$ cat config.mk
export PLATFORM = sky130hd
export DESIGN_NAME = multitouch_slot_tracker_unit
export DESIGN_NICKNAME = d
export VERILOG_FILES = /design/src/rtl/core/mts_pkg.sv /design/src/rtl/core/mts_ram.sv /design/src/rtl/core/mts_ctrl.sv /design/src/rtl/core/mts_out_stage.sv /design/src/rtl/core/multitouch_slot_tracker_unit.sv
export VERILOG_INCLUDE_DIRS = /design/src /design/src/rtl/core
export SDC_FILE = /design/constraint.sdc
export NUM_CORES = 2
export LEC_CHECK = 0
export ABC_AREA = 1
export BUFFER_PORTS_ARGS = -buffer_cell sky130_fd_sc_hd__buf_2
export CORE_MARGIN = 2
export CORE_UTILIZATION = 50
export CTS_CLUSTER_SIZE = 20
export DETAILED_ROUTE_END_ITERATION = 8
export PLACE_DENSITY = 0.67
export SLEW_MARGIN = 20
export SYNTH_ARGS = -nofsm -noshare
export SYNTH_HDL_FRONTEND = slang
export SYNTH_SLANG_ARGS = --single-unit
$ cat constraint.sdc
create_clock -name clock -period 13.4 [get_ports clock]
set_clock_uncertainty 0.15 [all_clocks]
set_input_delay 2.68 -clock clock [delete_from_list [all_inputs] [get_ports clock]]
set_output_delay 2.68 -clock clock [all_outputs]
set_load 0.01 [all_outputs]
$ cat src/rtl/core/multitouch_slot_tracker_unit_defines.svh
// Assertion macros for the slot tracker.
`ifndef MULTITOUCH_SLOT_TRACKER_UNIT_DEFINES_SVH
`define MULTITOUCH_SLOT_TRACKER_UNIT_DEFINES_SVH

`ifndef SYNTHESIS
// checked property, switched off while reset is high
`define MTS_ASSERT(label, clk, rst, prop, msg) \
   label: assert property (@(posedge clk) disable iff (rst) prop) else $error(msg);
// checked property, also checked across reset
`define MTS_ASSERT_NR(label, clk, prop, msg) \
   label: assert property (@(posedge clk) prop) else $error(msg);
`else
`define MTS_ASSERT(label, clk, rst, prop, msg)
`define MTS_ASSERT_NR(label, clk, prop, msg)
`endif

`endif

$ cat src/rtl/core/mts_pkg.sv
package mts_pkg;

   localparam int SLOT_COUNT  = 16;
   localparam int SLOT_W      = $clog2(SLOT_COUNT);
   localparam int MAX_RESULTS = 16;
   localparam int CNT_W       = $clog2(MAX_RESULTS + 1);

   localparam int REQ_TDATA_W = 112;
   localparam int REQ_TUSER_W = 5;
   localparam int RSP_TDATA_W = 168;
   localparam int RSP_TUSER_W = 2;

   localparam logic [4:0] TYPE_SYNC   = 5'd0;
   localparam logic [4:0] TYPE_ABS    = 5'd3;
   localparam logic [9:0] CODE_REPORT = 10'h000;
   localparam logic [9:0] CODE_SLOT   = 10'h02f;
   localparam logic [9:0] CODE_TRACK  = 10'h039;
   localparam logic [9:0] CODE_X      = 10'h035;
   localparam logic [9:0] CODE_Y      = 10'h036;

   typedef enum logic [1:0] {
      KIND_DOWN = 2'd0,
      KIND_MOVE = 2'd1,
      KIND_UP   = 2'd2
   } touch_kind_type;

   typedef struct packed {
      touch_kind_type kind;
      logic [3:0]     slot;
      logic [31:0]    x;
      logic [31:0]    y;
      logic [63:0]    stamp;
      logic [31:0]    seq;
   } result_type;

   // scanner to output stage
   typedef struct packed {
      logic push;
      logic flush;
   } outctl_type;

endpackage

$ cat src/rtl/core/mts_ram.sv
module mts_ram #(
   parameter int WIDTH = 8,
   parameter int DEPTH = 16
) (
   input  logic                     clock,
   input  logic                     wr_en,
   input  logic [$clog2(DEPTH)-1:0] wr_addr,
   input  logic [WIDTH-1:0]         wr_data,
   input  logic [$clog2(DEPTH)-1:0] rd_addr,
   output logic [WIDTH-1:0]         rd_data
);

   logic [WIDTH-1:0] mem_ff [DEPTH];
   logic [WIDTH-1:0] rd_data_ff;

   // read-first: a read of the address being written returns the old word
   always_ff @(posedge clock) begin
      if (wr_en) begin
         mem_ff[wr_addr] <= wr_data;
      end
      rd_data_ff <= mem_ff[rd_addr];
   end

   assign rd_data = rd_data_ff;

endmodule

$ cat src/rtl/core/mts_ctrl.sv
module mts_ctrl (
   input  logic                clock,
   input  logic                reset,
   input  logic                req_tvalid,
   output logic                req_tready,
   input  logic [4:0]          req_op,
   input  logic [9:0]          req_code,
   input  logic signed [31:0]  req_value,
   input  logic [63:0]         req_time,
   output mts_pkg::outctl_type ctl_out,
   output mts_pkg::result_type result,
   input  logic                out_ok
);
   import mts_pkg::*;

   typedef enum logic [3:0] {
      ST_IDLE  = 4'b0001,
      ST_UPD   = 4'b0010,
      ST_SCAN  = 4'b0100,
      ST_FLUSH = 4'b1000
   } state_type;

   typedef struct packed {
      logic [31:0] x;
      logic [31:0] y;
      logic        active;
      logic        prev_active;
      logic        has_x;
      logic        has_y;
      logic        changed;
   } rec_type;

   localparam int REC_W = $bits(rec_type);

   state_type          state_ff, state_in;
   logic [SLOT_W-1:0]  cur_slot_ff, cur_slot_in;
   logic [SLOT_W-1:0]  idx_ff, idx_in;
   logic [CNT_W-1:0]   count_ff, count_in;
   logic [31:0]        seq_ff, seq_in;
   logic [9:0]         code_ff, code_in;
   logic [31:0]        value_ff, value_in;
   logic [63:0]        stamp_ff, stamp_in;
   logic [SLOT_COUNT-1:0] valid_ff, valid_in;
   logic               rd_valid_ff, rd_valid_in;

   logic               wr_en;
   logic [SLOT_W-1:0]  wr_addr;
   logic [SLOT_W-1:0]  rd_addr;
   logic [REC_W-1:0]   rd_data;
   rec_type            rd_rec, wr_rec;
   logic               emit, need_push, stall;
   touch_kind_type     kind;
   logic [SLOT_W-1:0]  sat_slot;

   mts_ram #(.WIDTH(REC_W), .DEPTH(SLOT_COUNT)) u_slot_ram (
      .clock   (clock),
      .wr_en   (wr_en),
      .wr_addr (wr_addr),
      .wr_data (wr_rec),
      .rd_addr (rd_addr),
      .rd_data (rd_data)
   );

   always_comb begin
      if (req_value[31]) begin
         sat_slot = '0;
      end else if (req_value > 32'(SLOT_COUNT - 1)) begin
         sat_slot = SLOT_W'(SLOT_COUNT - 1);
      end else begin
         sat_slot = req_value[SLOT_W-1:0];
      end
   end

   // a slot never written reads as all zero
   assign rd_rec = rd_valid_ff ? rec_type'(rd_data) : '0;

   always_comb begin
      emit = 1'b0;
      kind = KIND_DOWN;
      if (rd_rec.changed && rd_rec.has_x && rd_rec.has_y) begin
         if (rd_rec.active && !rd_rec.prev_active) begin
            emit = 1'b1;
            kind = KIND_DOWN;
         end else if (rd_rec.active) begin
            emit = 1'b1;
            kind = KIND_MOVE;
         end else if (rd_rec.prev_active) begin
            emit = 1'b1;
            kind = KIND_UP;
         end
      end
      need_push = emit && (count_ff < CNT_W'(MAX_RESULTS));
      stall     = need_push && !out_ok;
   end

   always_comb begin
      result.kind  = kind;
      result.slot  = 4'(idx_ff);
      result.x     = rd_rec.x;
      result.y     = rd_rec.y;
      result.stamp = stamp_ff;
      result.seq   = seq_ff + 32'd1;
   end

   always_comb begin
      state_in      = state_ff;
      cur_slot_in   = cur_slot_ff;
      idx_in        = idx_ff;
      count_in      = count_ff;
      seq_in        = seq_ff;
      code_in       = code_ff;
      value_in      = value_ff;
      stamp_in      = stamp_ff;
      valid_in      = valid_ff;
      wr_en         = 1'b0;
      wr_addr       = cur_slot_ff;
      wr_rec        = rd_rec;
      rd_addr       = cur_slot_ff;
      ctl_out.push  = 1'b0;
      ctl_out.flush = 1'b0;
      req_tready    = 1'b0;

      case (state_ff)
         ST_IDLE: begin
            req_tready = 1'b1;
            if (req_tvalid) begin
               if (req_op == TYPE_ABS && req_code == CODE_SLOT) begin
                  cur_slot_in = sat_slot;
               end else if (req_op == TYPE_ABS && (req_code == CODE_TRACK ||
                            req_code == CODE_X || req_code == CODE_Y)) begin
                  // slot word is read this cycle, merged next cycle
                  code_in  = req_code;
                  value_in = req_value;
                  state_in = ST_UPD;
               end else if (req_op == TYPE_SYNC && req_code == CODE_REPORT) begin
                  stamp_in = req_time;
                  idx_in   = '0;
                  count_in = '0;
                  rd_addr  = '0;
                  state_in = ST_SCAN;
               end
            end
         end
         ST_UPD: begin
            wr_en = 1'b1;
            if (code_ff == CODE_TRACK) begin
               wr_rec.active  = !value_ff[31];
               wr_rec.changed = 1'b1;
            end else if (code_ff == CODE_X) begin
               wr_rec.x       = value_ff;
               wr_rec.has_x   = 1'b1;
               wr_rec.changed = 1'b1;
            end else if (code_ff == CODE_Y) begin
               wr_rec.y       = value_ff;
               wr_rec.has_y   = 1'b1;
               wr_rec.changed = 1'b1;
            end
            state_in = ST_IDLE;
         end
         ST_SCAN: begin
            ctl_out.push = need_push;
            wr_addr      = idx_ff;
            if (stall) begin
               rd_addr = idx_ff;
            end else begin
               rd_addr            = idx_ff + SLOT_W'(1);
               wr_en              = 1'b1;
               wr_rec.prev_active = rd_rec.active;
               wr_rec.changed     = 1'b0;
               if (need_push) begin
                  count_in = count_ff + CNT_W'(1);
                  seq_in   = seq_ff + 32'd1;
               end
               if (idx_ff == SLOT_W'(SLOT_COUNT - 1)) begin
                  state_in = ST_FLUSH;
               end else begin
                  idx_in = idx_ff + SLOT_W'(1);
               end
            end
         end
         ST_FLUSH: begin
            ctl_out.flush = 1'b1;
            if (out_ok) begin
               state_in = ST_IDLE;
            end
         end
         default: begin
            state_in = ST_IDLE;
         end
      endcase

      if (wr_en) begin
         valid_in[wr_addr] = 1'b1;
      end
      rd_valid_in = valid_ff[rd_addr];
   end

   always_ff @(posedge clock) begin
      if (reset) begin
         state_ff    <= ST_IDLE;
         cur_slot_ff <= '0;
         idx_ff      <= '0;
         count_ff    <= '0;
         seq_ff      <= '0;
         valid_ff    <= '0;
         rd_valid_ff <= 1'b0;
      end else begin
         state_ff    <= state_in;
         cur_slot_ff <= cur_slot_in;
         idx_ff      <= idx_in;
         count_ff    <= count_in;
         seq_ff      <= seq_in;
         valid_ff    <= valid_in;
         rd_valid_ff <= rd_valid_in;
      end
   end

   always_ff @(posedge clock) begin
      code_ff  <= code_in;
      value_ff <= value_in;
      stamp_ff <= stamp_in;
   end

endmodule

$ cat src/rtl/core/mts_out_stage.sv
module mts_out_stage (
   input  logic                clock,
   input  logic                reset,
   input  mts_pkg::outctl_type ctl_in,
   input  mts_pkg::result_type result,
   output logic                out_ok,
   output logic                rsp_tvalid,
   input  logic                rsp_tready,
   output mts_pkg::result_type rsp_result,
   output logic                rsp_last
);
   import mts_pkg::*;

   // one result is held back until the next one, or the end of the scan,
   // tells whether it is the last of the report
   result_type hold_ff, hold_in;
   logic       hold_valid_ff, hold_valid_in;
   result_type out_ff, out_in;
   logic       out_valid_ff, out_valid_in;
   logic       out_last_ff, out_last_in;
   logic       out_free;

   assign out_free = !out_valid_ff || rsp_tready;
   assign out_ok   = !hold_valid_ff || out_free;

   always_comb begin
      hold_in       = hold_ff;
      hold_valid_in = hold_valid_ff;
      out_in        = out_ff;
      out_last_in   = out_last_ff;
      out_valid_in  = out_valid_ff && !rsp_tready;
      if (ctl_in.push && out_ok) begin
         if (hold_valid_ff) begin
            out_in       = hold_ff;
            out_last_in  = 1'b0;
            out_valid_in = 1'b1;
         end
         hold_in       = result;
         hold_valid_in = 1'b1;
      end else if (ctl_in.flush && out_ok) begin
         if (hold_valid_ff) begin
            out_in       = hold_ff;
            out_last_in  = 1'b1;
            out_valid_in = 1'b1;
         end
         hold_valid_in = 1'b0;
      end
   end

   always_ff @(posedge clock) begin
      if (reset) begin
         hold_valid_ff <= 1'b0;
         out_valid_ff  <= 1'b0;
      end else begin
         hold_valid_ff <= hold_valid_in;
         out_valid_ff  <= out_valid_in;
      end
   end

   always_ff @(posedge clock) begin
      hold_ff     <= hold_in;
      out_ff      <= out_in;
      out_last_ff <= out_last_in;
   end

   assign rsp_tvalid = out_valid_ff;
   assign rsp_result = out_ff;
   assign rsp_last   = out_last_ff;

endmodule

$ cat src/rtl/core/multitouch_slot_tracker_unit.sv
// Slot select and unknown events are handled while idle; tracking id, X and Y
// need a slot memory read, then a merge and write back.
// A report runs through the accepting cycle, a scan at one slot word read per cycle from
// slot memory, then a flush of the held result; a stalled output holds scan and flush.
// A scanned result is registered in the hold register, then in the output register.
// Reset clears per-slot valid bits (unwritten slots read as zero), current slot and count.
`include "multitouch_slot_tracker_unit_defines.svh"

module multitouch_slot_tracker_unit (
   input  logic                                clock,
   input  logic                                reset,
   input  logic                                req_tvalid,
   output logic                                req_tready,
   // event_code[9:0], event_value[41:10], receipt_time[105:42], zero pad
   input  logic [mts_pkg::REQ_TDATA_W-1:0]     req_tdata,
   // op[4:0]
   input  logic [mts_pkg::REQ_TUSER_W-1:0]     req_tuser,
   output logic                                rsp_tvalid,
   input  logic                                rsp_tready,
   // slot_index[3:0], x_position[35:4], y_position[67:36], stamp_time[131:68],
   // sequence_number[163:132], zero pad
   output logic [mts_pkg::RSP_TDATA_W-1:0]     rsp_tdata,
   // touch_kind[1:0]
   output logic [mts_pkg::RSP_TUSER_W-1:0]     rsp_tuser,
   output logic                                rsp_tlast
);
   import mts_pkg::*;

   outctl_type ctl;
   result_type result;
   result_type rsp_result;
   logic       out_ok;
   logic       push_stalled;

   mts_ctrl u_ctrl (
      .clock      (clock),
      .reset      (reset),
      .req_tvalid (req_tvalid),
      .req_tready (req_tready),
      .req_op     (req_tuser[4:0]),
      .req_code   (req_tdata[9:0]),
      .req_value  (req_tdata[41:10]),
      .req_time   (req_tdata[105:42]),
      .ctl_out    (ctl),
      .result     (result),
      .out_ok     (out_ok)
   );

   mts_out_stage u_out (
      .clock      (clock),
      .reset      (reset),
      .ctl_in     (ctl),
      .result     (result),
      .out_ok     (out_ok),
      .rsp_tvalid (rsp_tvalid),
      .rsp_tready (rsp_tready),
      .rsp_result (rsp_result),
      .rsp_last   (rsp_tlast)
   );

   assign rsp_tdata = {4'd0, rsp_result.seq, rsp_result.stamp, rsp_result.y,
                       rsp_result.x, rsp_result.slot};
   assign rsp_tuser = rsp_result.kind;

   assign push_stalled = ctl.push && !out_ok;

   `MTS_ASSERT(a_push_holds, clock, reset, push_stalled |=> ctl.push && $stable(result), "push lost")
   `MTS_ASSERT(a_idle_quiet, clock, reset, req_tready |-> !ctl.push && !ctl.flush, "busy when idle")
   `MTS_ASSERT_NR(a_reset_empty, clock, reset |=> !rsp_tvalid, "result pending after reset")

endmodule
==> results.txt <==
Based on the critical path, the design can be clocked at up to 0.1424 GHz. The finished cells cover 73050 um^2. The routability congestion estimate came out at 0.8337.

The commonest cells after synthesis are edfxtp_1 (1543), inv_1 (672), nand2_1 (488), o21ai_0 (405), a21oi_1 (400). edfxtp_1 takes more of the synthesized area than any other cell. The count of maximum capacitance violations came out at 0. The count of final max-slew check failures is 0. The die area came out at 131700 um^2.

The tree built by TritonCTS fans out to 1680 sinks. The starting density of the core is 0.5045. The number of warnings printed during yosys synthesis is 0. The power consumption is 11.11 mW. For this run, the post-layout net count is 5262. The setup slack after layout is 6377 ps.

The number of hold violations in the final report came out at 0. The floorplan die width is 362.9 um. The number of buffers inserted during clock tree synthesis is 167. The share of async-settable or async-resettable flops after synthesis came out at 0. The worst path in the final design needs a cycle of 7023 ps, including I/O delays and setup. The fraction of synthesized cell area taken by the top area cell type came out at 0.7194.

The instance count after placement with tap cells included came out at 6629. The growth of design area from synthesis to finish came out at 13.42%. The category of the most critical setup path is input port to register.

The post-detailed-placement half-perimeter wirelength came out at 78990 um. The count of buffers added by post-CTS timing repair for setup is 0. The clock-pin slew on the worst setup and hold paths came out at 60 ps.

The maximum number of pins on one net before global-route repair came out at 286. Gates resized during post-CTS repair numbered 0. The path class of the tightest hold or removal check is register to register.

The global-route wire length before repair came out at 221500 um. The via density per instance is 5.519. The total wire length after detailed routing came out at 151100 um. The number of optimization iterations in the first detailed-route pass came out at 6. The setup-violating endpoint count in the final report came out at 0. The routed layout has 38.36k vias. The count of filler cells inserted in the layout is 10.01k.

The worst slack after detailed placement is 5707 ps. For this run, the register share of the synthesized area comes to 0.7619. Once detail routing completed, the nets flagged for antenna violations numbered 0. Buffers inserted to repair hold after CTS numbered 0. The share of the core filled with cells came out at 0.5721. The most numerous cell in the Yosys netlist is edfxtp_1. The maximum fanout count along the critical path came out at 234.

The count of input and output buffers came out at 283. The aggregate global routing overflow came out at 0. The post-synthesis instance total is 4881. In this run the mean area of a mapped cell was 13.20 um^2.

Measured along the y axis, the die boundary spans 362.9 um. The first-iteration detailed-routing DRC count is 4430. The root buffer cell chosen for the clock tree is clkbuf_16.

The remaining max-slew budget at the tightest pin is 0.2497. The flip-flop and latch count after synthesis came out at 1680. In the finished design, the share of the clock period the worst path needs comes to 0.5241. The count of non-filler cells in the finished layout is 6949.

The number of antenna violations at the first check in global routing came out at 9. The power per cell area came out at 152.1 nW/um^2. The core region is 127700 um^2. The post-route worst hold slack is 261.4 ps. The fraction of final layout cells sized beyond drive strength 1 is 0.1251.

After detailed placement, the total cell area comes to 67380 um^2. The insertion delay to the later sink of the worst-skew pair came out at 810 ps. The most used flip-flop cell after synthesis is edfxtp_1. In the routed design, unresolved DRC markers number 0. The worst-case vdd ir drop came out at 137.3 uV. By area the synthesized netlist is led by edfxtp_1 (72%), dfxtp_1 (4.3%), inv_1 (3.9%), o211ai_1 (3.2%), o21ai_0 (3.1%).

In this run, synthesis inferred 1543 flip-flops with an integrated enable. For the worst setup path, the data required time is 13980 ps. For this run, the total global-route usage over all layers was measured as 0.2267. In this run the cell area of the synthesized design comes to 64410 um^2. The unique cell type count in the Yosys netlist is 40. After detailed routing, the average wire length per cell comes to 21.74 um. The total number of placement rows is 131. The final sum of negative setup slack is 0 ps. Setup repair after global routing left no endpoint under its margin.

The worst setup path is launched from an input port. The boundary pin count is 294. TritonCTS built the clock tree. The number of global-route vias before repair is 35.16k.

In this run the static leakage power is 26.34 nW. The run finished with clean final reports. The deepest level of the CTS H-tree came out at 4.

The measured slew at the worst slew-check pin came out at 1125 ps. The worst setup path is captured at a register. The critical path arrival came out at 7600 ps. The clock passes through at most 3 buffers.
-- registers in the layout (all words and copies together) (netlist names), 10 cells and up --
signal,count
u_ctrl.value_ff,32
u_ctrl.code_ff,10
u_ctrl.valid_ff,16
u_ctrl.u_slot_ram.mem_ff,1104
u_out.hold_ff,166
u_ctrl.seq_ff,32
u_ctrl.u_slot_ram.rd_data,69
u_out.rsp_result,166
u_ctrl.stamp_ff,64
-- area by class of cell --
type / instances / area, um^2 / area share
diodes: 3 / 7.507 / 0.0001028
clock buffers: 240 / 4717 / 0.06457
clock inverters: 75 / 869.6 / 0.01190
inverters: 678 / 2564 / 0.03509
multi-input cells: 2248 / 11620 / 0.1591
flip-flops and latches: 1680 / 49080 / 0.6718
well taps: 1662 / 2079 / 0.02847
repair buffers: 363 / 2111 / 0.02889
-- power breakdown --
part | total [mW] | switching (mW) | internal, mW
Combinational | 0.601 | 0.437 | 0.164
Sequential | 5.81 | 0.0256 | 5.79
Clock | 4.70 | 1.96 | 2.74
Total | 11.1 | 2.42 | 8.69
-- kinds of logic (layout without fill, tap and decap cells) --
kind of cell    after synthesis  after routing  share of synthesized area
simple gates               1085           1085                    0.07337
other cells                   1              7                 0.00005822
buf+inv                     956           1356                    0.06088
compound gates             1122           1122                    0.09855
fa+ha+maj                     3              3                  0.0005828
xor+xnor                     34             34                   0.004623
flops                      1680           1680                     0.7619
-- final timing paths --
kind	slack [ps]	start	endpoint	cells after the start
max reg2reg	7570	u_ctrl.rd_valid_ff$_SDFF_PP0_	u_ctrl.u_slot_ram.rd_data[45]$_DFF_P_	12
min	260	u_out.hold_ff[137]$_DFFE_PP_	u_out.rsp_result[137]$_DFFE_PP_	0
max	6380	rsp_tready	u_ctrl.u_slot_ram.rd_data[45]$_DFF_P_	14
min reg2reg	260	u_out.hold_ff[137]$_DFFE_PP_	u_out.rsp_result[137]$_DFFE_PP_	0
-- routing by layer --
layer	vias up	wire length (um)	track usage
met5	-	13	0
met2	1615	68300	0.3463
li1	17930	-	-
met1	18560	64740	0.3278
met4	2	3425	0.06639
met3	246	14590	0.05039
-- cell usage in the layout (no fill, tap or decap), drive strengths merged, types with 2 or more instances in the layout --
cell type,count
buf,363
clkbuf,240
clkinv,50
or2,4
clkinvlp,2
nand3,395
nand2,492
xnor2,2
nor3,17
nand4,12
a21oi,401
edfxtp,1543
a211oi,3
o21ai,432
bufinv,14
diode,3
o41ai,4
o211ai,278
xor2,32
dfxtp,137
conb,4
ha,3
nor3b,2
inv,687
or4,2
nor4,10
nor2,150
-- worst max-delay path, stage by stage --
cell and delay, ps:
buf_2 100, inv_1 100, nand3_1 140, inv_1 260, nand4_1 190, nand2_1 150
nand3_4 600, nand2_8 1040, buf_12 660, buf_4 780, o21ai_0 200, o211ai_1 230
nand3_1 100, nand2_1 70
Power figures use the tool's default switching activity.
